<file path="src/hdl/lfcdw_pkg.sv">
package lfcdw_pkg;

  // MAX_TAPS must be a power of two: history addressing wraps by truncation.
  localparam int MAX_TAPS    = 4096;
  localparam int SAMPLE_BITS = 16;

  localparam int PTR_W     = $clog2(MAX_TAPS);
  localparam int CNT_W     = $clog2(MAX_TAPS + 1);
  localparam int FRAC_BITS = SAMPLE_BITS - 1;
  localparam int PROD_W    = 2 * SAMPLE_BITS;
  localparam int ACC_W     = PROD_W + CNT_W;
  localparam int WET_W     = ACC_W - FRAC_BITS;

  // Fixed field widths.
  localparam int CMD_W      = 2;
  localparam int IDX_W      = 12;
  localparam int TAPS_W     = 13;
  localparam int MIX_W      = 9;
  localparam int CFG_DATA_W = 13;
  localparam int CFG_IDX_W  = 1;

  localparam logic [MIX_W-1:0] WET_FULL = 9'd256;

  typedef logic signed [SAMPLE_BITS-1:0] sample_t;

  localparam sample_t SAMPLE_MAX = {1'b0, {(SAMPLE_BITS-1){1'b1}}};
  localparam sample_t SAMPLE_MIN = ~SAMPLE_MAX;

  typedef enum logic [CMD_W-1:0] {
    CMD_SAMPLE = 2'd0,
    CMD_COEF   = 2'd1,
    CMD_CLEAR  = 2'd2
  } cmd_t;

  typedef enum logic [CFG_IDX_W-1:0] {
    REG_TAP_COUNT = 1'b0,
    REG_WET_MIX   = 1'b1
  } reg_idx_t;

  // Sequencer to MAC datapath.
  typedef struct packed {
    logic clr;   // start of a new sample, zero the accumulator
    logic rd_v;  // read data from both memories is valid this cycle
    logic live;  // history entry was written since the last clear
  } mac_ctl_t;

  typedef struct packed {
    sample_t sample;
    logic    clipped;
  } res_t;

endpackage

</file>
<file path="src/hdl/lfcdw_mac.sv">
module lfcdw_mac (
  input  logic                              clk,
  input  logic                              rst_n,
  input  lfcdw_pkg::mac_ctl_t               ctl,
  input  lfcdw_pkg::sample_t                hist,
  input  lfcdw_pkg::sample_t                coef,
  output logic                              busy,
  output logic signed [lfcdw_pkg::ACC_W-1:0] acc_r
);
  import lfcdw_pkg::*;

  logic signed [PROD_W-1:0] prod_r;
  logic                     prod_v_r;

  always_ff @(posedge clk) begin
    if (!rst_n) begin
      prod_v_r <= 1'b0;
    end else begin
      prod_v_r <= ctl.rd_v;
    end
  end

  // Product stage, then accumulate. Unwritten history reads as zero.
  always_ff @(posedge clk) begin
    prod_r <= ctl.live ? PROD_W'(hist) * PROD_W'(coef) : '0;
    if (ctl.clr) begin
      acc_r <= '0;
    end else if (prod_v_r) begin
      acc_r <= acc_r + ACC_W'(prod_r);
    end
  end

  assign busy = prod_v_r;

endmodule

</file>
<file path="config.mk">
export PLATFORM = sky130hd
export DESIGN_NAME = lfcdw_mac
export DESIGN_NICKNAME = d
export VERILOG_FILES = /design/src/hdl/lfcdw_pkg.sv /design/src/hdl/lfcdw_mac.sv
export SDC_FILE = /design/constraint.sdc
export NUM_CORES = 1
export LEC_CHECK = 0
export CAP_MARGIN = 20
export CORE_MARGIN = 3
export CORE_UTILIZATION = 49
export CTS_BUF_LIST = sky130_fd_sc_hd__clkbuf_8
export DETAILED_ROUTE_END_ITERATION = 12
export DONT_BUFFER_PORTS = 1
export PLACE_DENSITY_LB_ADDON = 0.08
export SYNTH_ARGS = -nofsm -noshare
export SYNTH_HDL_FRONTEND = slang
export SYNTH_SLANG_ARGS = --single-unit
</file>
<file path="constraint.sdc">
create_clock -name clk -period 8 [get_ports clk]
set_input_delay 1.6 -clock clk [delete_from_list [all_inputs] [get_ports clk]]
set_output_delay 1.6 -clock clk [all_outputs]
set_load 0.02 [all_outputs]
</file>
==> flow_metrics.py, run 1 <==
metrics = {
    "worst_setup_path": {
        "startpoint_type": "primary input",
        "cp.required_ns": 8.28,
        "worstSetupPathType": "in -> reg",
        "cp_max_fo": 16,
        "end_kind": "flop",
        "reg2reg_depth": 12,
        "crit_arrival_ns": 7.34,
    },
    "synth": {
        "netlist_area_um2": 14740,
        "synth_xor_area_frac": 0.03982,
        "yosysWarnings": 0,
        "yosysTopAreaCell": "fa_1",
        "yosysSeqAreaShare": 0.1060,
        "synthAdderAreaFrac": 0.4643,
        "synth-edff-count": 0,
        "syn_nets": 2109,
        "synth_top_family_by_area": "adder cells",
        "ys_types": 72,
        "synthMuxAreaShare": 0.01333,
        "ys_ff_latch": 78,
        "ys.flop_type": "dfxtp_1",
        "synth_compound_area_frac": 0.1125,
        "synth-simple-area-share": 0.1655,
        "synthCells": 1683,
        "synthArstFlopShare": 0,
        "ys_top_cells_by_area": "fa_1 (36%), ha_1 (11%), dfxtp_1 (11%)",
        "synth_common_cells": "inv_1 (322), fa_1 (263), nand2_1 (171)",
        "yosysMostFrequentCell": "inv_1",
        "synth_top_area_frac": 0.3573,
        "synth.avg_cell_area_um2": 8.756,
    },
    "min_path": {
        "hold_path.class": "reg -> reg",
        "min_path_cells": 2,
    },
    "sta": {
        "setup_slack_ns": 0.9387,
        "fin_crit_sh": 0.8827,
        "fin_skew_ns": 0.01183,
        "drv_slew": 0,
        "finalCriticalPeriod_ns": 7.061,
        "fmax_ghz": 0.1416,
        "tightest_slew_ns": 0.8777,
        "finalSetupViolations": 0,
        "rsz0062_at_grt": "no",
        "fin_tns_setup_ns": 0,
        "finalHoldViolCount": 0,
        "slew_headroom": 0.4142,
    },
    "clock_tree": {
        "cts_resized": 0,
        "insertion_delay_ns": 0.37,
        "cts_buffers": 9,
        "cts_tree": "yes",
        "post_cts_buffers": 0,
        "clockBufferDepth": 2,
        "clk_pin_slew_ns": 0.09,
        "holdBufCountCts": 0,
        "cts_num_sinks": 78,
        "htreeDepth": 3,
        "cts-root-buf": "clkbuf_8",
    },
    "route": {
        "drtIter0Drc": 639,
        "vias_per_cell": 5.260,
        "drc": 0,
        "wirelength_um": 34960,
        "first_pass_iters": 8,
        "ant_nets": 0,
        "num_vias": 10668,
        "post_drt_wl_per_cell_um": 17.24,
    },
    "cells_and_area": {
        "fillers": 2831,
        "utilization": 0.5213,
        "synthToLayoutAreaGrowth_pct": 3.184,
        "layout-drive-gt1-share": 0.02737,
        "instances_no_fill": 2028,
        "diodes": 0,
        "layout.nets": 2065,
    },
    "placed_design": {
        "dp_hpwl_um": 29140,
        "gp_congestion": 0.9061,
        "io_buffers": 0,
        "preCtsSetupSlack_ns": 0.5473,
        "numPlacedInstances": 2012,
    },
    "grt": {
        "grt_max_degree": 41,
        "antenna_found_initial": 0,
        "grt_pass1_vias": 10875,
        "grt_pass1_wl_um": 58750,
        "gr-total-overflow": 0,
        "grt.total_usage": 0.2202,
    },
    "die": {
        "core_um2": 29170,
        "die_w_um": 179.4,
        "rows": 62,
        "dieArea_um2": 32190,
        "io_pins": 83,
        "die_y_um": 179.4,
        "start_util": 0.5052,
    },
    "run_status": {
        "status": "finished, final reports clean",
    },
    "job": {
        "drv_cap": 0,
    },
}
## metrics by stage
stage	cell area [µm²]	hold slack, ns
floorplan	14740	0.5507
global placement	15000	0.5665
detailed placement	15000	0.5778
CTS	15210	0.5908
global route	15210	0.6083
finish	15210	0.5858
## sequential cells by signal, indices dropped and copies added, names as in the netlist
name    flops
busy        1
acc_r      45
prod_r     32
## worst paths after layout
check,startpoint,end,slack [ns]
hold / removal,acc_r[43],acc_r[43],0.59
setup / recovery,coef[1],prod_r[30],0.94
setup reg to reg,acc_r[0],acc_r[42],4.42
hold reg to reg,acc_r[43],acc_r[43],0.59
## cells by family (layout without fill, tap and decap cells)
| logic type | Yosys count | in the layout |
|---|---|---|
| AOI/OAI and AO/OA | 260 | 260 |
| xor gates and xnor gates | 67 | 67 |
| adders and majority gates | 389 | 389 |
| buffers and inverters | 380 | 341 |
| DFF | 78 | 78 |
| muxes | 19 | 19 |
| and+or+nand+nor | 490 | 490 |
## cell type report
cell class,instances,area (µm²),area share
Tap cell,384,480.5,0.03160
Inverter,322,1209,0.07949
Sequential cell,78,1563,0.1028
Multi-Input combinational cell,1225,11720,0.7708
Timing Repair Buffer,3,22.52,0.001481
Clock inverter,7,86.33,0.005678
Clock buffer,9,123.9,0.008146
## metal layers
metal / global-route usage / part of all wire / wire length, µm / up-vias
met3: 0.03719 / 0.056 / 1970 / 26
met4: 0.03249 / 0.011 / 375 / 0
met5: 0 / 0 / 0 / -
met1: 0.3368 / 0.50 / 17360 / 5186
met2: 0.3369 / 0.44 / 15260 / 267
li1: - / - / - / 5189
## layout by cell type (no fill, tap or decap), drive strengths merged, types with 12 or more instances in the layout
master and n:
inv 327, fa 263, nand2 171, and2 146, ha 126, a21oi 88, nor2 85, dfxtp 78
o21ai 51, xnor2 50, a21o 38, mux2i 17, xor2 17, o21bai 13, a211oi 13, nand2b 12
and3 12
## critical path, stage by stage
cell and delay [ns]:
nand2_1 0.09, inv_1 0.09, fa_1 0.73, fa_1 0.49, fa_1 0.50, fa_1 0.52, fa_1 0.49, inv_1 0.05
fa_1 0.47, inv_1 0.04, ha_1 0.37, a21o_1 0.21, a21oi_1 0.12, o21ai_0 0.12, a2111oi_1 0.39, a211oi_1 0.19
o21ai_1 0.25, a31oi_1 0.12, or3_1 0.30, and3_1 0.17
Power of run 1 is left out: the tool's default activity adds up to more than one toggle a clock period on the data nets, which glitch-free logic cannot reach.
==> inputs of run 2 (changes only) <==
==> constraint.sdc (replaced) <==
create_clock -name clk -period 8 [get_ports clk]
set_input_delay 1.2 -clock clk [delete_from_list [all_inputs] [get_ports clk]]
set_output_delay 1.2 -clock clk [all_outputs]
set_load 0.02 [all_outputs]
==> run 2 against run 1 <==
Against the previous run:
- core utilization fell by 0.069 points
- critical path type unchanged
- die area did not move
- highest routed layer unchanged
- final cell count barely moved
- count of clock-buffer cells in the layout did not move
==> flow_metrics.py, run 2 (synthesized netlist as in run 1, its figures left out) <==
metrics = {
    "sta": {
        "fin_crit_sh": 0.8397,
        "tightest_slew_ns": 0.8811,
        "slew_headroom": 0.4120,
        "fin_tns_setup_ns": 0,
        "fmax_ghz": 0.1489,
        "drv_slew": 0,
        "finalHoldViolCount": 0,
        "finalSetupViolations": 0,
        "fin_skew_ns": 0.01157,
        "rsz0062_at_grt": "no",
        "finalCriticalPeriod_ns": 6.717,
    },
    "worst_setup_path": {
        "reg2reg_depth": 12,
        "r2r-start": "acc_r[0]",
        "setup.worst_path.start": "hist[5]",
        "slowest_delay_ns": 0.54,
        "crit_chain": "and2_1 > fa_1 > inv_1 > fa_1 > inv_1 > fa_1 > fa_1 > fa_1 > inv_1 > fa_1 > inv_1 > ha_1 > a21o_1 > a21o_1 > a21o_1 > a2111oi_1 > a211oi_1 > o21ai_1 > a31oi_1 > or3_1 > and3_1",
        "r2r-end": "acc_r[42]",
        "path_depth": 21,
        "worstSetupPathType": "in -> reg",
        "startpoint_type": "primary input",
        "cp_common_cell": "fa_1",
        "crit_arrival_ns": 6.98,
        "cp_num_buf_inv": 4,
        "cp_max_fo": 16,
        "cp.required_ns": 8.26,
        "r2r_setup_slack_ns": 4.49,
        "path_delay_family": "adder cells",
        "critPathCapture": "prod_r[30]",
        "cp_slowest_cell": "fa_1",
        "end_kind": "flop",
    },
    "cells_and_area": {
        "synthToLayoutAreaGrowth_pct": 3.048,
        "diodes": 0,
        "largest_register_ff_count": 45,
        "layout.nets": 2063,
        "regMostFlops": "acc_r",
        "mostFrequentLayoutCells": "inv_1 (322), fa_1 (263), nand2_1 (171)",
        "instances_no_fill": 2026,
        "fillers": 2871,
        "layout-drive-gt1-share": 0.02619,
        "layout_commonest_cell": "inv_1",
    },
    "placed_design": {
        "gp_congestion": 0.8964,
        "numPlacedInstances": 2010,
        "dp_hpwl_um": 29130,
        "io_buffers": 0,
    },
    "grt": {
        "gr-total-overflow": 0,
        "grt.total_usage": 0.2202,
        "antenna_found_initial": 0,
        "grt_max_degree": 41,
        "grt_pass1_wl_um": 58840,
        "grt_pass1_vias": 11187,
    },
    "clock_tree": {
        "holdBufCountCts": 0,
        "cts_tree": "yes",
        "cts_buffers": 9,
        "post_cts_buffers": 0,
        "htreeDepth": 3,
        "clk_pin_slew_ns": 0.09,
        "cts_resized": 0,
        "insertion_delay_ns": 0.36,
        "cts_num_sinks": 78,
        "clockBufferDepth": 2,
        "cts-root-buf": "clkbuf_8",
    },
    "route": {
        "num_vias": 10737,
        "wl_met2_um": 15350,
        "vias_per_cell": 5.300,
        "met1Wirelength_um": 17140,
        "top_layer_used": "met4",
        "wirelength_um": 35210,
        "drtIter0Drc": 706,
        "ant_nets": 0,
        "drc": 0,
        "post_drt_wl_per_cell_um": 17.38,
        "wl_met3_um": 2240,
        "first_pass_iters": 5,
    },
    "job": {
        "drv_cap": 0,
    },
    "die": {
        "die_w_um": 179.4,
        "io_pins": 83,
        "rows": 62,
        "dieArea_um2": 32190,
        "die_y_um": 179.4,
        "core_um2": 29170,
        "start_util": 0.5052,
    },
    "min_path": {
        "hold_path.class": "reg -> reg",
    },
    "run_status": {
        "status": "finished, final reports clean",
    },
}
-- run 2: cell types whose count changed in the layout (fill, tap and decap cells not counted), sizes merged --
cell,delta
buf,-2
clkinv,+3
inv,-3
-- run 2: layer usage --
metal | GRT usage | vias up
li1 | - | 5183
met1 | 0.3265 | 5220
met2 | 0.3419 | 296
met5 | 0 | -
met4 | 0.04022 | 0
met3 | 0.04143 | 38
-- run 2: worst min-delay path by stage --
| stage | startpoint | endpoint | slack (ns) | depth (start not counted) |
|---|---|---|---|---|
| floorplan | acc_r[35] | acc_r[35] | 0.55 | 2 |
| global placement | acc_r[40] | acc_r[40] | 0.57 | 2 |
| detailed placement | acc_r[40] | acc_r[40] | 0.58 | 2 |
| CTS | acc_r[40] | acc_r[40] | 0.59 | 2 |
| global route | acc_r[43] | acc_r[43] | 0.60 | 2 |
| finish | acc_r[40] | acc_r[40] | 0.58 | 2 |
-- run 2: area by class of cell --
type                            instances  area [µm²]  area share
Multi-Input combinational cell       1225       11720      0.7719
Sequential cell                        78        1563      0.1029
Inverter                              322        1209     0.07959
Tap cell                              384       480.5     0.03164
Clock buffer                            9       123.9    0.008157
Clock inverter                          7       81.33    0.005356
Timing Repair Buffer                    1       7.507   0.0004944
-- run 2: worst register-to-register path: stages, from the launching register on --
cell	delay, ns
dfxtp_1	0.48
ha_1	0.30
inv_1	0.08
fa_1	0.42
nand2b_1	0.20
a21oi_2	0.18
o211a_1	0.24
o2111ai_1	0.27
a2111oi_0	0.49
nor3_1	0.21
o21ai_1	0.22
nor2_1	0.07
a221o_1	0.26
-- run 2: through the flow --
step | hold WS [ns] | util | instance area [µm²] | setup slack (ns)
after floorplan | 0.5507 | - | 14740 | 1.110
after global placement | 0.5667 | 0.5136 | 14980 | 1.014
after detailed placement | 0.5773 | 0.5136 | 14980 | 0.9397
after CTS | 0.5886 | 0.5206 | 15190 | 1.319
after global routing | 0.6031 | 0.5206 | 15190 | 1.016
final | 0.5822 | 0.5206 | 15190 | 1.283
Power of run 2 is left out for the same reason.
