<file path="config.mk">
export PLATFORM = sky130hd
export DESIGN_NAME = lfcdw_mix
export DESIGN_NICKNAME = d
export VERILOG_FILES = /design/src/hdl/lfcdw_pkg.sv /design/src/hdl/lfcdw_mix.sv
export SDC_FILE = /design/constraint.sdc
export NUM_CORES = 1
export LEC_CHECK = 0
export ABC_AREA = 0
export BUFFER_PORTS_ARGS = -buffer_cell sky130_fd_sc_hd__buf_2
export CORE_MARGIN = 3
export CORE_UTILIZATION = 55
export DETAILED_ROUTE_END_ITERATION = 10
export MAX_ROUTING_LAYER = met4
export PLACE_DENSITY = 0.72
export SLEW_MARGIN = 20
export SYNTH_ARGS = -nofsm -noshare
export SYNTH_HDL_FRONTEND = slang
export SYNTH_SLANG_ARGS = --single-unit
export TNS_END_PERCENT = 10
</file>
<file path="constraint.sdc">
create_clock -name clk -period 7.97 [get_ports clk]
set_input_delay 0.797 -clock clk [delete_from_list [all_inputs] [get_ports clk]]
set_output_delay 0.797 -clock clk [all_outputs]
set_load 0.01 [all_outputs]
</file>
<file path="src/hdl/lfcdw_pkg.sv">
package lfcdw_pkg;

  // MAX_TAPS must be a power of two: history addressing wraps by truncation.
  localparam int MAX_TAPS    = 4096;
  localparam int SAMPLE_BITS = 16;

  localparam int PTR_W     = $clog2(MAX_TAPS);
  localparam int CNT_W     = $clog2(MAX_TAPS + 1);
  localparam int FRAC_BITS = SAMPLE_BITS - 1;
  localparam int PROD_W    = 2 * SAMPLE_BITS;
  localparam int ACC_W     = PROD_W + CNT_W;
  localparam int WET_W     = ACC_W - FRAC_BITS;

  // Fixed field widths.
  localparam int CMD_W      = 2;
  localparam int IDX_W      = 12;
  localparam int TAPS_W     = 13;
  localparam int MIX_W      = 9;
  localparam int CFG_DATA_W = 13;
  localparam int CFG_IDX_W  = 1;

  localparam logic [MIX_W-1:0] WET_FULL = 9'd256;

  typedef logic signed [SAMPLE_BITS-1:0] sample_t;

  localparam sample_t SAMPLE_MAX = {1'b0, {(SAMPLE_BITS-1){1'b1}}};
  localparam sample_t SAMPLE_MIN = ~SAMPLE_MAX;

  typedef enum logic [CMD_W-1:0] {
    CMD_SAMPLE = 2'd0,
    CMD_COEF   = 2'd1,
    CMD_CLEAR  = 2'd2
  } cmd_t;

  typedef enum logic [CFG_IDX_W-1:0] {
    REG_TAP_COUNT = 1'b0,
    REG_WET_MIX   = 1'b1
  } reg_idx_t;

  // Sequencer to MAC datapath.
  typedef struct packed {
    logic clr;   // start of a new sample, zero the accumulator
    logic rd_v;  // read data from both memories is valid this cycle
    logic live;  // history entry was written since the last clear
  } mac_ctl_t;

  typedef struct packed {
    sample_t sample;
    logic    clipped;
  } res_t;

endpackage

</file>
<file path="src/hdl/lfcdw_mix.sv">
module lfcdw_mix (
  input  logic                               clk,
  input  logic                               rst_n,
  input  logic                               start,
  input  logic signed [lfcdw_pkg::ACC_W-1:0] acc,
  input  lfcdw_pkg::sample_t                 x,
  input  logic [lfcdw_pkg::MIX_W-1:0]        w,
  output logic                               done_r,
  output lfcdw_pkg::res_t                    res_r
);
  import lfcdw_pkg::*;

  localparam int DRY_W  = SAMPLE_BITS + MIX_W + 1;
  localparam int WETP_W = WET_W + MIX_W + 1;
  localparam int T_W    = WETP_W + 1;
  localparam int Y_W    = T_W - 8;

  localparam logic signed [Y_W-1:0] Y_MAX = (Y_W'(1) <<< (SAMPLE_BITS - 1)) - Y_W'(1);
  localparam logic signed [Y_W-1:0] Y_MIN = ~Y_MAX;

  logic signed [ACC_W-1:0]  acc_rnd;
  logic signed [MIX_W:0]    dry_gain;
  logic signed [MIX_W:0]    wet_gain;
  logic signed [WET_W-1:0]  wet_r;
  logic signed [MIX_W:0]    wgain_r;
  logic signed [DRY_W-1:0]  dry_r;
  logic signed [DRY_W-1:0]  dry2_r;
  logic signed [WETP_W-1:0] wetp_r;
  logic signed [T_W-1:0]    t_sum;
  logic signed [Y_W-1:0]    y;
  logic                     v1_r;
  logic                     v2_r;
  res_t                     res_nxt;

  assign acc_rnd  = acc + (ACC_W'(1) <<< (FRAC_BITS - 1));
  assign dry_gain = signed'({1'b0, WET_FULL - w});
  assign wet_gain = signed'({1'b0, w});

  // Round half up, weight, then round by 1/256 and saturate.
  assign t_sum = T_W'(wetp_r) + T_W'(dry2_r) + T_W'(128);
  assign y     = Y_W'(t_sum >>> 8);

  always_comb begin
    res_nxt.clipped = 1'b0;
    if (y > Y_MAX) begin
      res_nxt.sample  = SAMPLE_MAX;
      res_nxt.clipped = 1'b1;
    end else if (y < Y_MIN) begin
      res_nxt.sample  = SAMPLE_MIN;
      res_nxt.clipped = 1'b1;
    end else begin
      res_nxt.sample = y[SAMPLE_BITS-1:0];
    end
  end

  always_ff @(posedge clk) begin
    if (!rst_n) begin
      v1_r   <= 1'b0;
      v2_r   <= 1'b0;
      done_r <= 1'b0;
    end else begin
      v1_r   <= start;
      v2_r   <= v1_r;
      done_r <= v2_r;
    end
  end

  always_ff @(posedge clk) begin
    wet_r   <= WET_W'(acc_rnd >>> FRAC_BITS);
    dry_r   <= DRY_W'(x) * DRY_W'(dry_gain);
    wgain_r <= wet_gain;
    wetp_r  <= WETP_W'(wet_r) * WETP_W'(wgain_r);
    dry2_r  <= dry_r;
    res_r   <= res_nxt;
  end

endmodule

</file>
==> reports/results.tsv, run 1 <==
metric	value	unit
status	finished, final reports clean	
worstSetupEndpointType	register	
grt_usage	25.02	%
netlist_area	0.02165	sq mm
clock_skew	0.01537	ns
wl	48480	um
wl_met2	22990	um
cts_tree	done	
clk_latency	0.45	ns
syn_inst	2363	
dr.max_layer_used	met4	
drt-initial-drc-count	810	
clkTransAtPathRegs	0.07	ns
dr_wl_met3	2430	um
cts_root_buffer	clkbuf_16	
rows	72	
setup_viol	0	
globalplace.congestion	0.8836	
syn2layout_area_growth	6.821	%
drive_gt1_share	7.288	%
rsz0062_at_grt	no	
ys_ff_latch	151	
cts_resized	0	
hold_violations	0	
cp-start-kind	input pin	
via_per_inst	5.475	
synth-seq-area-share	13.97	%
antenna_found_initial	0	
yosys_warnings	0	
cp.arrival	7.41	ns
antenna_left	0	
clkSinkCount	151	
grt_pass1_vias	16770	
cap_violations	0	
slew-limit-headroom	29.68	%
tightest_slew	1.050	ns
grt_pass1_wl	82560	um
drc_errors	0	
numCtsBuffers	17	
hold_buffers	0	
vias	16060	
worstHoldPathCells	0	
boundaryPins	91	
clockBufferDepth	2	
r2r-end	wetp_r[37]	
drt_first_pass_iters	5	
fin_crit_sh	88.64	%
coreArea	0.03874	sq mm
placed_cell_area	0.02249	sq mm
gr-total-overflow	0	
crit_start	w[2]	
dp_hpwl	39990	um
numPortBuffers	76	
synthFlopType	dfxtp_1	
fin_area	0.02312	sq mm
r2r_cells	21	
routedWlPerCell	16.53	um
htree_levels	4	
required	8.31	ns
tns	0	ns
crit_end	dry_r[25]	
die_width	204.4	um
synth.avg_cell_area	9.160	sq um
die_h	204.4	um
path_class	in -> reg	
synth-edff-count	0	
fin_crit	7.064	ns
final_util	59.69	%
hold_path_class	reg -> reg	
syn-num-nets	2999	
nets	3038	
cp_max_fo	16	
r2r-start	wgain_r[1]	
slew_viol_final	0	
start_util	55.88	%
synthArstFlopShare	0	%
antenna_cells	0	
ff2ff_setup_slack	1.17	ns
die_area	0.04177	sq mm
wl_met1	22080	um
postCtsSetupBuffers	0	
synth.distinct_cells	91	
max_clock_freq	0.1416	GHz
grt_max_degree	31	
## cells in the final DEF, fill, tap and decap left out, types with 34 or more instances in the layout
cell,synthesis,layout
buf_2,11,76
dfxtp_1,151,149
inv_1,406,406
nand2_1,274,274
a21o_1,43,43
xnor2_1,88,87
fa_1,342,342
nor2_1,64,64
o21ai_0,36,36
ha_1,221,221
nand3_1,34,34
a21oi_1,70,70
and2_1,223,223
## routing by layer
metal	track usage (%)	vias up
met3	3.456	65
met1	34.11	7948
li1	-	7619
met2	39.60	426
met5	-	-
met4	6.808	0
## final cells by class
type / count / area [sq um]
fill: 3358 / 15620
multi-input combinational: 1732 / 16790
tap: 518 / 648.1
inverter: 407 / 1528
timing repair buffer: 93 / 508.0
sequential: 151 / 3025
clock inverter: 14 / 181.4
clock buffer: 18 / 439.2
## cell usage after synthesis, types with 4 or more instances
library cell	instances	area, sq um
o211a_1	4	40.04
nand2b_1	12	75.07
a31oi_1	10	62.56
a211o_1	5	43.79
o21a_1	17	127.6
and4_1	6	52.55
a21o_1	43	322.8
o21ai_1	11	55.05
or3_1	9	56.30
a211oi_1	9	67.56
a2111oi_2	4	60.06
or2_2	5	31.28
nor2b_1	27	168.9
a2111oi_0	4	35.03
nor3_1	23	115.1
o221ai_2	10	150.1
xor2_1	29	254.0
buf_2	11	55.05
and3_1	19	118.9
o221ai_1	5	43.79
nor2_1	64	240.2
inv_1	406	1524
nand4_1	21	131.4
clkbuf_1	54	202.7
o21ai_0	36	180.2
o21bai_1	12	90.09
nand2_1	274	1028
dfxtp_1	151	3023
a21oi_1	70	350.3
ha_1	221	2765
o211ai_1	12	90.09
and2_1	223	1395
buf_1	4	15.01
nand3_1	34	170.2
fa_1	342	6847
xnor2_1	88	770.7
nor4_1	6	37.54
## per-stage QoR
| stage | hold slack [ns] | instances | setup WS (ns) |
|---|---|---|---|
| global placement | 0.3111 | 2901 | 0.6471 |
| finish | 0.3234 | 2933 | 0.9057 |
| CTS | 0.3233 | 2933 | 0.8834 |
| global route | 0.3338 | 2933 | 0.5819 |
| detailed placement | 0.3121 | 2901 | 0.4261 |
| floorplan | 0.3096 | 2363 | 0.7359 |
## cells by family after synthesis
kind of cell / count (synthesis) / share of synthesized area, %
AND/OR/NAND/NOR: 747 / 17.91
XOR/XNOR: 118 / 4.809
multiplexers: 3 / 0.1387
buffers and inverters: 480 / 8.491
flip-flops: 151 / 13.97
adder cells (fa/ha/maj): 563 / 44.40
AO/OA/AOI/OAI: 301 / 10.28
## critical path, cell delays in order
cell and delay (ns):
buf_2 0.13, or4_1 0.58, nor4_1 0.41, xnor2_2 0.32, and2_1 0.26, ha_1 0.27
inv_1 0.05, fa_1 0.53, inv_1 0.06, fa_1 0.50, fa_1 0.54, inv_1 0.05
fa_1 0.52, inv_1 0.04, ha_1 0.35, a21oi_1 0.15, nor2b_1 0.07, a211oi_1 0.31
nor3_1 0.13, o31ai_1 0.41, a211oi_1 0.17, o21a_1 0.25, o21a_1 0.18, o311ai_0 0.31
## flip-flops by register name, indices dropped and copies added (netlist names)
name and cells:
done_r 1, dry2_r 26, dry_r 26, res_r 17
v1_r 1, v2_r 1, wet_r 30, wetp_r 40
wgain_r 9
## how the worst min path moves through the flow
stage / from / end / slack [ns]
6_report: dry_r[8] / dry2_r[8] / 0.32
5_1_grt: dry_r[5] / dry2_r[5] / 0.33
4_1_cts: dry_r[8] / dry2_r[8] / 0.32
3_5_place_dp: dry_r[6] / dry2_r[6] / 0.31
3_3_place_gp: dry_r[0] / dry2_r[0] / 0.31
2_1_floorplan: dry_r[0] / dry2_r[0] / 0.31
Power of run 1 is left out: the tool's default activity adds up to more than one toggle a clock period on the data nets, which glitch-free logic cannot reach.
==> inputs of run 2 (changes only) <==
- CORE_ASPECT_RATIO: not set -> 1.4
- PLACE_DENSITY: 0.72 -> 0.7
==> run 2 against run 1 <==
- die area about the same
- sequential share of layout area about the same
- global-route usage increased by 0.30 points
- hold slack got worse by 0.012 ns
- non-clock buffer count increased by 1
- first-iteration DRC count decreased by 6.5%
==> reports/results.tsv, run 2 (same netlist as run 1, synthesis figures left out) <==
metric	value	unit	change
grt_usage	25.31	%	+0.30 points
rsz0062_at_grt	no		
cp_max_fo	14		-2
clkTransAtPathRegs	0.08	ns	about the same
fin_crit	7.005	ns	-0.05900 ns
required	8.27	ns	-0.04 ns
fin_crit_sh	87.90	%	-0.74 points
final_util	59.71	%	about the same
dp_hpwl	41150	um	+2.9%
final_cell_mix	406 x inv_1, 342 x fa_1, 274 x nand2_1		
hold_buffers	0		unchanged
hold_slack	0.3119	ns	-0.01152 ns
slew_viol_final	0		unchanged
layout_commonest_cell	inv_1		
met1_usage	28.34	%	-5.8 points
globalplace.congestion	0.9332		+5.6%
fin_cells	2938		+0.17%
use_met2	46.54	%	+6.9 points
cp.arrival	7.31	ns	-0.10 ns
antenna_cells	0		unchanged
cts_tree	done		
clkSinkCount	151		unchanged
crit_start	wgain_r[3]		
nets	3039		+0.033%
coreArea	0.03871	sq mm	about the same
drive_gt1_share	7.243	%	-0.044 points
routedWlPerCell	16.87	um	+2.1%
start_util	55.91	%	about the same
top_regs	wetp_r (40), wet_r (30)		
vias	16070		+0.081%
grt_pass1_wl	83580	um	+1.2%
met3_usage	2.345	%	-1.1 points
path_class	reg -> reg		
cp-start-kind	register		
r2r_cells	20		-4.8%
clk_latency	0.46	ns	about the same
htree_levels	4		unchanged
drc_errors	0		unchanged
slew-limit-headroom	29.63	%	-0.053 points
drt_first_pass_iters	5		unchanged
tightest_slew	1.051	ns	+0.0007960 ns
syn2layout_area_growth	6.786	%	about the same
largest_reg_flops	40		unchanged
clock_skew	0.01430	ns	-0.001065 ns
hold_path_class	reg -> reg		
cts_resized	0		unchanged
cap_violations	0		unchanged
top_register	wetp_r		
worstSetupEndpointType	register		
setup_viol	0		unchanged
busiest_layer	met2		
numPortBuffers	76		unchanged
antenna_found_initial	0		unchanged
min-delay-start	dry_r[11]		
gr-total-overflow	0		unchanged
max_clock_freq	0.1427	GHz	+0.84%
tns	0	ns	unchanged
r2r-start	wgain_r[3]		
crit_end	wetp_r[37]		
grt_pass1_vias	17190		+2.5%
die_area	0.04181	sq mm	about the same
placed_cells	2906		+0.17%
die_width	173.7	um	-15%
r2r-end	wetp_r[37]		
clockBufferDepth	2		unchanged
rows	85		+18%
hold_violations	0		unchanged
grt_max_degree	31		unchanged
boundaryPins	91		unchanged
drt-initial-drc-count	757		-6.5%
antenna_left	0		unchanged
die_h	240.7	um	+18%
via_per_inst	5.470		about the same
ff2ff_setup_slack	0.96	ns	-0.21 ns
status	finished, final reports clean		
numCtsBuffers	17		unchanged
cts_root_buffer	clkbuf_16		
postCtsSetupBuffers	0		unchanged
wl	49570	um	+2.2%
[run 2: cell count changes in the layout (fill, tap and decap cells not counted), sizes merged]
cell      before  now
bufinv         2    0
clkinvlp       1    0
clkbuf        18   17
clkinv         4    8
buf           93   94
[run 2: cell type report]
type                    count  area [sq um]
multi-input cells        1732         16790
fillers                  3388         15600
flip-flops and latches    151          3023
inverters                 407          1528
well taps                 522         653.1
repair buffers             94         515.5
clock buffers              17         425.4
clock inverters            15         177.7
[run 2: critical path, stage by stage (launching register included)]
cell,delay [ns]
dfxtp_1,0.81
nand2_1,0.21
fa_1,0.57
inv_1,0.05
fa_1,0.54
fa_1,0.45
fa_1,0.60
inv_1,0.07
fa_1,0.53
inv_1,0.04
ha_1,0.39
and4_1,0.26
a21o_1,0.18
a221o_1,0.37
a41oi_1,0.29
a21oi_1,0.13
o21ai_0,0.17
a31oi_1,0.20
a2111oi_0,0.61
or4b_2,0.23
o2111ai_1,0.14
[run 2: worst min-delay path by stage]
stage,to,cells past startpoint
2_1_floorplan,dry2_r[0],0
3_3_place_gp,dry2_r[5],0
3_5_place_dp,dry2_r[15],0
4_1_cts,dry2_r[11],0
5_1_grt,dry2_r[10],0
6_report,dry2_r[11],0
[run 2: through the flow]
step	instance area, sq um	worst slack (ns)
floorplan	21650	0.7359
global placement	22500	0.6449
detailed placement	22500	0.5129
CTS	23110	0.9822
global route	23110	0.5992
finish	23110	0.9647
[run 2: layer usage]
layer / share of wire, % / vias to the layer above
met1: 39 / 7993
met2: 55 / 357
met3: 2.8 / 110
met4: 3.4 / 0
li1: - / 7611
met5: 0 / -
Power of run 2 is left out for the same reason.
