## config.mk

```make
export PLATFORM = sky130hd
export DESIGN_NAME = lfcdw_ram
export DESIGN_NICKNAME = d
export VERILOG_FILES = /design/src/hdl/lfcdw_ram.sv
export SDC_FILE = /design/constraint.sdc
export NUM_CORES = 1
export LEC_CHECK = 0
export BUFFER_PORTS_ARGS = -buffer_cell sky130_fd_sc_hd__buf_2
export CAP_MARGIN = 20
export CORE_ASPECT_RATIO = 0.6
export CORE_MARGIN = 5
export CORE_UTILIZATION = 55
export CTS_BUF_LIST = sky130_fd_sc_hd__clkbuf_8 sky130_fd_sc_hd__clkbuf_16
export CTS_CLUSTER_DIAMETER = 80
export DETAILED_ROUTE_END_ITERATION = 10
export GPL_TIMING_DRIVEN = 0
export PLACE_DENSITY = 0.72
export SYNTH_ARGS = -nofsm -noshare
export SYNTH_HDL_FRONTEND = slang
export SYNTH_SLANG_ARGS = --single-unit
```

## constraint.sdc

```tcl
create_clock -name clk -period 2.35 [get_ports clk]
set_input_delay 0.47 -clock clk [delete_from_list [all_inputs] [get_ports clk]]
set_output_delay 0.47 -clock clk [all_outputs]
set_load 0.005 [all_outputs]
```

## src/hdl/lfcdw_ram.sv

```systemverilog
module lfcdw_ram #(
  parameter int  DEPTH = 16,
  parameter int  WIDTH = 8,
  localparam int AW    = $clog2(DEPTH)
) (
  input  logic             clk,
  input  logic             we,
  input  logic [AW-1:0]    waddr,
  input  logic [WIDTH-1:0] wdata,
  input  logic [AW-1:0]    raddr,
  output logic [WIDTH-1:0] rdata_r
);

  logic [WIDTH-1:0] mem_r [DEPTH];

  always_ff @(posedge clk) begin
    if (we) begin
      mem_r[waddr] <= wdata;
    end
    rdata_r <= mem_r[raddr];
  end

endmodule

```

==> summary.log, run 1 <==
INFO  outcome        outcome=finished, final reports clean
INFO  timing         period_share=0.766
INFO  timing         fmax=555MHz
INFO  power_and_ir_drop power_per_cell_area=921nW/um2
INFO  logic_synthesis yosys.cell_count.top_type=sky130_fd_sc_hd__edfxtp_1
INFO  global_route   antenna_found_initial=0
INFO  logic_synthesis synthTopCellsByCount=128 x sky130_fd_sc_hd__edfxtp_1, 18 x sky130_fd_sc_hd__mux4_2, 16 x sky130_fd_sc_hd__a22oi_1
INFO  timing         rsz_0062_raised_after_global_routing=false
INFO  finish         share_of_final_layout_standard_cells_stronger_than_drive_strength_1=0.285
INFO  placed_design  dp_hpwl=6.68mm
INFO  clock_network  postCtsHoldBufs=0
INFO  logic_synthesis post_syn_nets=247
INFO  setup_path     worst_ep_required_time=2.38ns
INFO  logic_synthesis synth-seq-cells=136
INFO  clock_network  clk_pin_slew=0.05ns
INFO  logic_synthesis yosysSeqAreaShare=0.778
INFO  setup_path     timing.critical_path.from_type=input pin
INFO  clock_network  clkLatencyLatePin=0.41ns
INFO  clock_network  post_cts_gate_resize_count=0
INFO  clock_network  clock-sinks=136
INFO  global_route   pin_count_of_the_biggest_net_entering_global_routing=17
INFO  timing         setup_violations=0
INFO  power_and_ir_drop irDropWorstVdd=0.664mV
INFO  finish         insertedDiodeCount=0
INFO  finish         final_design_area_no_fill=6020um2
INFO  global_route   grt.total_usage=0.194
INFO  global_route   first_global_vias=2540
INFO  finish         final_cell_count_no_fill=418
INFO  detailed_routing drc=0
INFO  floorplan      dieArea=11500um2
INFO  placed_design  globalplace.congestion=0.782
INFO  detailed_routing finalWirelength=10.2mm
INFO  power_and_ir_drop leakage=2.04nW
INFO  floorplan      rows=27
INFO  timing         final.setup_skew=0.00583ns
INFO  detailed_routing ant_nets=0
INFO  worst_hold_path hold_class=in -> reg
INFO  logic_synthesis synth.largest_area_cell=sky130_fd_sc_hd__edfxtp_1
INFO  clock_network  cts_buffer_depth=2
INFO  timing         slew_violations=0
INFO  clock_network  h_tree_level_count=4
INFO  floorplan      coreArea=9160um2
INFO  logic_synthesis area_of_the_mapped_netlist=5150um2
INFO  logic_synthesis synth_edf_count=128
INFO  clock_network  cts_buffers=17
INFO  placed_design  port_buffers=24
INFO  timing         worst_slew_pin_slew=0.909ns
INFO  setup_path     worst-path-max-fanout=8
INFO  finish         layout-area-overhead-vs-synth=16.9%
INFO  power_and_ir_drop p_total=5.54mW
INFO  logic_synthesis synth_warnings=0
INFO  logic_synthesis synthTopCellsByArea=sky130_fd_sc_hd__edfxtp_1 75%, sky130_fd_sc_hd__mux4_2 7.9%, sky130_fd_sc_hd__mux4_1 7.1%
INFO  floorplan      die-width=135um
INFO  global_route   grt_overflow=0
INFO  detailed_routing drtPass1Iterations=5
INFO  timing         period_needed=1.80ns
INFO  detailed_routing drt-wirelength-per-cell=24.3um
INFO  clock_network  cts-root-buf=sky130_fd_sc_hd__clkbuf_16
INFO  floorplan      io_pins=26
INFO  floorplan      die_height=84.9um
INFO  detailed_routing drt_iter0_markers=293
INFO  placed_design  placed_cells=387
INFO  finish         num-nets-final=294
INFO  logic_synthesis cells_after_synthesis=229
INFO  timing         maxSlewHeadroom=0.392
INFO  logic_synthesis synthesis.area_per_instance=22.5um2
INFO  setup_path     worst_setup_ep_type=flip-flop
INFO  placed_design  placed_cell_area=5450um2
INFO  detailed_routing post_drt_via_cell_ratio=5.86
INFO  setup_path     worst-setup-path-type=in -> reg
INFO  logic_synthesis synthArstFlopShare=0
INFO  setup_path     worst_ep_arrival_time=1.83ns
INFO  clock_network  post_cts.repair.setup_buffers=0
INFO  logic_synthesis synth_top_area_share=0.747
INFO  timing         hold_ws=0.456ns
INFO  floorplan      starting_density_of_the_core=0.562
INFO  job            cap_viol_max_count=0
INFO  logic_synthesis yosysUniqueCellTypes=19
INFO  clock_network  clock_tree_from_tritoncts=done
INFO  logic_synthesis dominantRegCellSynth=sky130_fd_sc_hd__edfxtp_1
INFO  timing         hold_viol=0
INFO  global_route   wire_length_of_the_first_global_routing_pass=15.2mm
INFO  detailed_routing routed-via-count=2449
==> placed cells by master, fill, tap and decap left out <==
cell type | netlist | layout
sky130_fd_sc_hd__clkinv_2 | 0 | 4
sky130_fd_sc_hd__and2b_1 | 1 | 1
sky130_fd_sc_hd__buf_4 | 1 | 1
sky130_fd_sc_hd__clkdlybuf4s25_2 | 3 | 3
sky130_fd_sc_hd__and2_1 | 1 | 1
sky130_fd_sc_hd__nor3_1 | 4 | 4
sky130_fd_sc_hd__nor2_1 | 13 | 13
sky130_fd_sc_hd__nand2b_1 | 2 | 2
sky130_fd_sc_hd__a22oi_1 | 16 | 16
sky130_fd_sc_hd__edfxtp_1 | 128 | 128
sky130_fd_sc_hd__dfxtp_1 | 8 | 8
sky130_fd_sc_hd__nand3_1 | 1 | 1
sky130_fd_sc_hd__nand3b_1 | 2 | 2
sky130_fd_sc_hd__mux4_1 | 14 | 14
sky130_fd_sc_hd__clkinvlp_4 | 0 | 1
sky130_fd_sc_hd__buf_6 | 3 | 3
sky130_fd_sc_hd__nand2_1 | 9 | 9
sky130_fd_sc_hd__bufinv_16 | 0 | 3
sky130_fd_sc_hd__buf_2 | 3 | 31
sky130_fd_sc_hd__clkbuf_16 | 0 | 17
sky130_fd_sc_hd__or3b_2 | 1 | 1
sky130_fd_sc_hd__inv_1 | 0 | 1
sky130_fd_sc_hd__clkinv_1 | 0 | 5
sky130_fd_sc_hd__nor2b_1 | 1 | 1
sky130_fd_sc_hd__mux4_2 | 18 | 18
==> where the power goes <==
part | switching [mW] | internal (mW) | total (mW)
Combinational | 0.152 | 0.108 | 0.261
Clock | 0.925 | 1.63 | 2.55
Sequential | 0.0127 | 2.71 | 2.73
Total | 1.09 | 4.45 | 5.54
==> worst paths after layout <==
check / from / endpoint / slack (ns) / depth (start not counted)
worst max register to register: mem_r[5][0] / rdata_r[0] / 0.94 / 3
worst min-delay path: wdata[2] / mem_r[15][2] / 0.46 / 1
worst max-delay path: waddr[2] / mem_r[1][7] / 0.55 / 3
worst min register to register: mem_r[12][2] / rdata_r[2] / 0.69 / 3
==> through the flow <==
stage | setup WS [ns] | util | TNS [ns]
after detailed placement | 0.111 | 0.595 | 0
after CTS | 0.597 | 0.657 | 0
after global placement | -0.163 | 0.593 | -1.30
final | 0.550 | 0.657 | 0
after floorplan | 0.387 | - | 0
after global routing | 0.547 | 0.657 | 0
==> worst max-delay path, stage by stage <==
cell,delay [ns]
sky130_fd_sc_hd__buf_2,0.12
sky130_fd_sc_hd__or3b_2,0.53
sky130_fd_sc_hd__nor2_1,0.72
==> sequential cells by signal (all words and copies together), names as in the netlist <==
name and flops:
mem_r 128, rdata_r 8
==> metal layers <==
metal,vias up,share of wire,track usage
met5,-,0,0
met4,0,0.012,0.0860
met3,12,0.072,0.0539
met2,107,0.46,0.275
met1,1256,0.46,0.285
li1,1074,-,-
==> cell families after synthesis <==
group | Yosys count | synth area share
flip-flops | 136 | 0.778
AND/OR/NAND/NOR | 35 | 0.0318
multiplexers | 32 | 0.150
AO/OA/AOI/OAI | 16 | 0.0233
buffers and inverters | 10 | 0.0168
==> cell type report <==
cell class | count | area [um2]
timing repair buffer | 28 | 140
sequential | 136 | 4000
clock inverter | 14 | 140
multi-input combinational | 83 | 1060
clock buffer | 17 | 425
fill | 624 | 3140
buffer | 10 | 86.3
tap | 130 | 163
Note: power is estimated with default switching activity, not from simulation.
==> run 2: changes to the inputs <==
CORE_UTILIZATION = 54   (was 55)
PLACE_DENSITY = 0.73   (was 0.72)
clock period = 1.6 ns   (was 2.35 ns; I/O delays follow)
==> summary.log, run 2 (synthesis results as in run 1) <==
INFO  global_route   first_global_vias=2481 [-2.3%]
INFO  placed_design  dp_hpwl=6.54mm [-2.1%]
INFO  detailed_routing drtPass1Iterations=4 [-1]
INFO  power_and_ir_drop cell_internal_pwr=6.50mW [+46%]
INFO  finish         layout.cells.most_common=sky130_fd_sc_hd__edfxtp_1
INFO  setup_path     timing.critical_path.from_type=input pin
INFO  detailed_routing finalWirelength=10.3mm [+1.4%]
INFO  floorplan      coreArea=9220um2 [+0.74%]
INFO  power_and_ir_drop leakage=2.03nW [-0.61%]
INFO  timing         hold_viol=0 [unchanged]
INFO  clock_network  cts_buffer_depth=2 [unchanged]
INFO  outcome        violations=negative setup slack
INFO  timing         setup_ws=-0.0854ns [-0.635 ns]
INFO  clock_network  clkLatencyLatePin=0.42ns [about the same]
INFO  finish         largest_register_ff_count=128 [unchanged]
INFO  power_and_ir_drop p_total=8.18mW [+48%]
INFO  clock_network  cts-root-buf=sky130_fd_sc_hd__clkbuf_16
INFO  timing         final.setup_skew=0.0106ns [+0.00480 ns]
INFO  detailed_routing drt_iter0_markers=280 [-4.4%]
INFO  power_and_ir_drop pwr-share-clk=0.464 [+0.003]
INFO  finish         layout-area-overhead-vs-synth=17.5%
INFO  finish         max_flop_register=mem_r
INFO  timing         period_share=1.05
INFO  setup_path     worst-setup-path-type=in -> reg
INFO  setup_path     worst_ep_arrival_time=1.72ns [-0.11 ns]
INFO  timing         setup_violations=16 [+16]
INFO  timing         rsz_0062_raised_after_global_routing=true
INFO  detailed_routing drc=0 [unchanged]
INFO  setup_path     regToRegSetupSlack=0.22ns [-0.72 ns]
INFO  floorplan      die_height=85.6um [+0.81%]
INFO  power_and_ir_drop power.share.combinational=0.046 [about the same]
INFO  floorplan      starting_density_of_the_core=0.558 [-0.00412]
INFO  floorplan      io_pins=26 [unchanged]
INFO  timing         setup_total_negative_slack=-1.02ns [-1.02 ns]
INFO  placed_design  port_buffers=24 [unchanged]
INFO  power_and_ir_drop sequentialPowerShare=0.490 [-0.002]
INFO  global_route   wire_length_of_the_first_global_routing_pass=15.3mm [+0.45%]
INFO  timing         worst_slew_pin_slew=0.934ns [+0.0257 ns]
INFO  detailed_routing ant_nets=0 [unchanged]
INFO  setup_path     worstPathCellList=buf_2 -> or3b_2 -> nor2_1
INFO  timing         maxSlewHeadroom=0.375 [-0.0172]
INFO  global_route   grt.total_usage=0.192 [-0.00190]
INFO  power_and_ir_drop power_per_cell_area=1350nW/um2 [+47%]
INFO  timing         slew_violations=0 [unchanged]
INFO  setup_path     timing.critical_path.slowest_cell_delay=0.74ns [+0.02 ns]
INFO  clock_network  h_tree_level_count=4 [unchanged]
INFO  clock_network  clock-sinks=136 [unchanged]
INFO  clock_network  clock_tree_from_tritoncts=done
INFO  detailed_routing top_layer=met4
INFO  floorplan      rows=27 [unchanged]
INFO  job            cap_viol_max_count=0 [unchanged]
INFO  finish         layout.cells.most_common_list=128 x sky130_fd_sc_hd__edfxtp_1, 29 x sky130_fd_sc_hd__buf_2, 18 x sky130_fd_sc_hd__mux4_2
INFO  detailed_routing detailed_routed_wire_length_on_met3=1.02mm [+40%]
INFO  setup_path     worst_ep_required_time=1.63ns [-0.75 ns]
INFO  power_and_ir_drop power_switching=1.68mW [+54%]
INFO  floorplan      dieArea=11600um2 [+1.7%]
INFO  detailed_routing post_drt_via_cell_ratio=5.84 [-0.24%]
INFO  setup_path     worst-path-max-fanout=8 [unchanged]
INFO  worst_hold_path hold_class=in -> reg
INFO  detailed_routing drt-wirelength-per-cell=24.6um [+1.4%]
INFO  finish         insertedDiodeCount=0 [unchanged]
INFO  finish         num-nets-final=293 [-0.34%]
INFO  timing         period_needed=1.69ns
INFO  detailed_routing wl_met2=4.67mm [+1.0%]
INFO  detailed_routing wl_met1=4.51mm [-3.7%]
INFO  clock_network  cts_buffers=17 [unchanged]
INFO  finish         reg_top3=mem_r x128, rdata_r x8
INFO  global_route   pin_count_of_the_biggest_net_entering_global_routing=17 [unchanged]
INFO  detailed_routing routed-via-count=2443 [-0.24%]
INFO  clock_network  post_cts.repair.setup_buffers=0 [unchanged]
INFO  placed_design  place_worst_setup_slack=-0.513ns [-0.624 ns]
INFO  global_route   grt_overflow=0 [unchanged]
INFO  setup_path     crit_path_top_delay_cell=sky130_fd_sc_hd__nor2_1
INFO  global_route   antenna_found_initial=0 [unchanged]
INFO  finish         share_of_final_layout_standard_cells_stronger_than_drive_strength_1=0.309 [+0.0243]
INFO  power_and_ir_drop p_sw_frac=0.205 [+0.00828]
INFO  power_and_ir_drop irDropWorstVdd=0.820mV [+24%]
INFO  clock_network  clk_pin_slew=0.06ns [about the same]
INFO  setup_path     worst_setup_ep_type=flip-flop
INFO  outcome        outcome=complete, but fails checks
INFO  timing         hold_ws=0.296ns [-0.160 ns]
INFO  placed_design  globalplace.congestion=0.748 [-4.4%]
INFO  timing         fmax=593MHz
INFO  floorplan      die-width=136um [+0.85%]
## run 2: cell types whose count changed in the layout (fill, tap and decap cells not counted), sizes merged
cell and delta:
buf -1, clkinvlp +6, bufinv -1, clkbuf +2, clkinv -6
## run 2: through the flow
step | util | std cells | cell area (um2)
after floorplan | - | 229 | 5150
after global placement | 0.589 | 383 | 5440
after detailed placement | 0.591 | 386 | 5450
after CTS | 0.655 | 418 | 6040
after global routing | 0.656 | 418 | 6050
final | 0.656 | 418 | 6050
## run 2: layout make-up
class,instances,area [um2]
fillers,636,3180
plain buffers,10,86.3
well taps,130,163
repair buffers,27,138
flip-flops and latches,136,4000
clock inverters,13,131
multi-input cells,83,1070
clock buffers,19,453
## run 2: timing repair
action,4_1_cts,5_1_grt
hold buffers,0,0
resized for setup,1,1
endpoints found under the setup margin,32,24
## run 2: worst max-delay path: cells and delay by family
kind                   cells  cell delay [ns]
buffers and inverters      1             0.12
and+or+nand+nor            2             1.28
## run 2: power groups by stage
stage                     clock network [mW]  registers, mW  logic, mW
after floorplan                            0           4.08      0.202
after global placement                     0           4.07      0.367
after detailed placement                   0           4.08      0.380
after CTS                               3.83           4.01      0.383
after global routing                    3.99           4.01      0.412
final                                   3.79           4.00      0.377
## run 2: worst paths after layout
check | end | from | depth (start not counted)
worst max-delay path | mem_r[3][1] | waddr[2] | 3
worst min-delay path | mem_r[7][6] | wdata[6] | 1
worst max register to register | rdata_r[2] | mem_r[5][2] | 3
worst min register to register | rdata_r[0] | mem_r[4][0] | 3
## run 2: routing by layer
| layer | vias to the layer above | track usage |
|---|---|---|
| met3 | 13 | 0.0668 |
| met2 | 104 | 0.269 |
| met5 | - | 0 |
| met4 | 0 | 0.0604 |
| li1 | 1067 | - |
| met1 | 1259 | 0.287 |
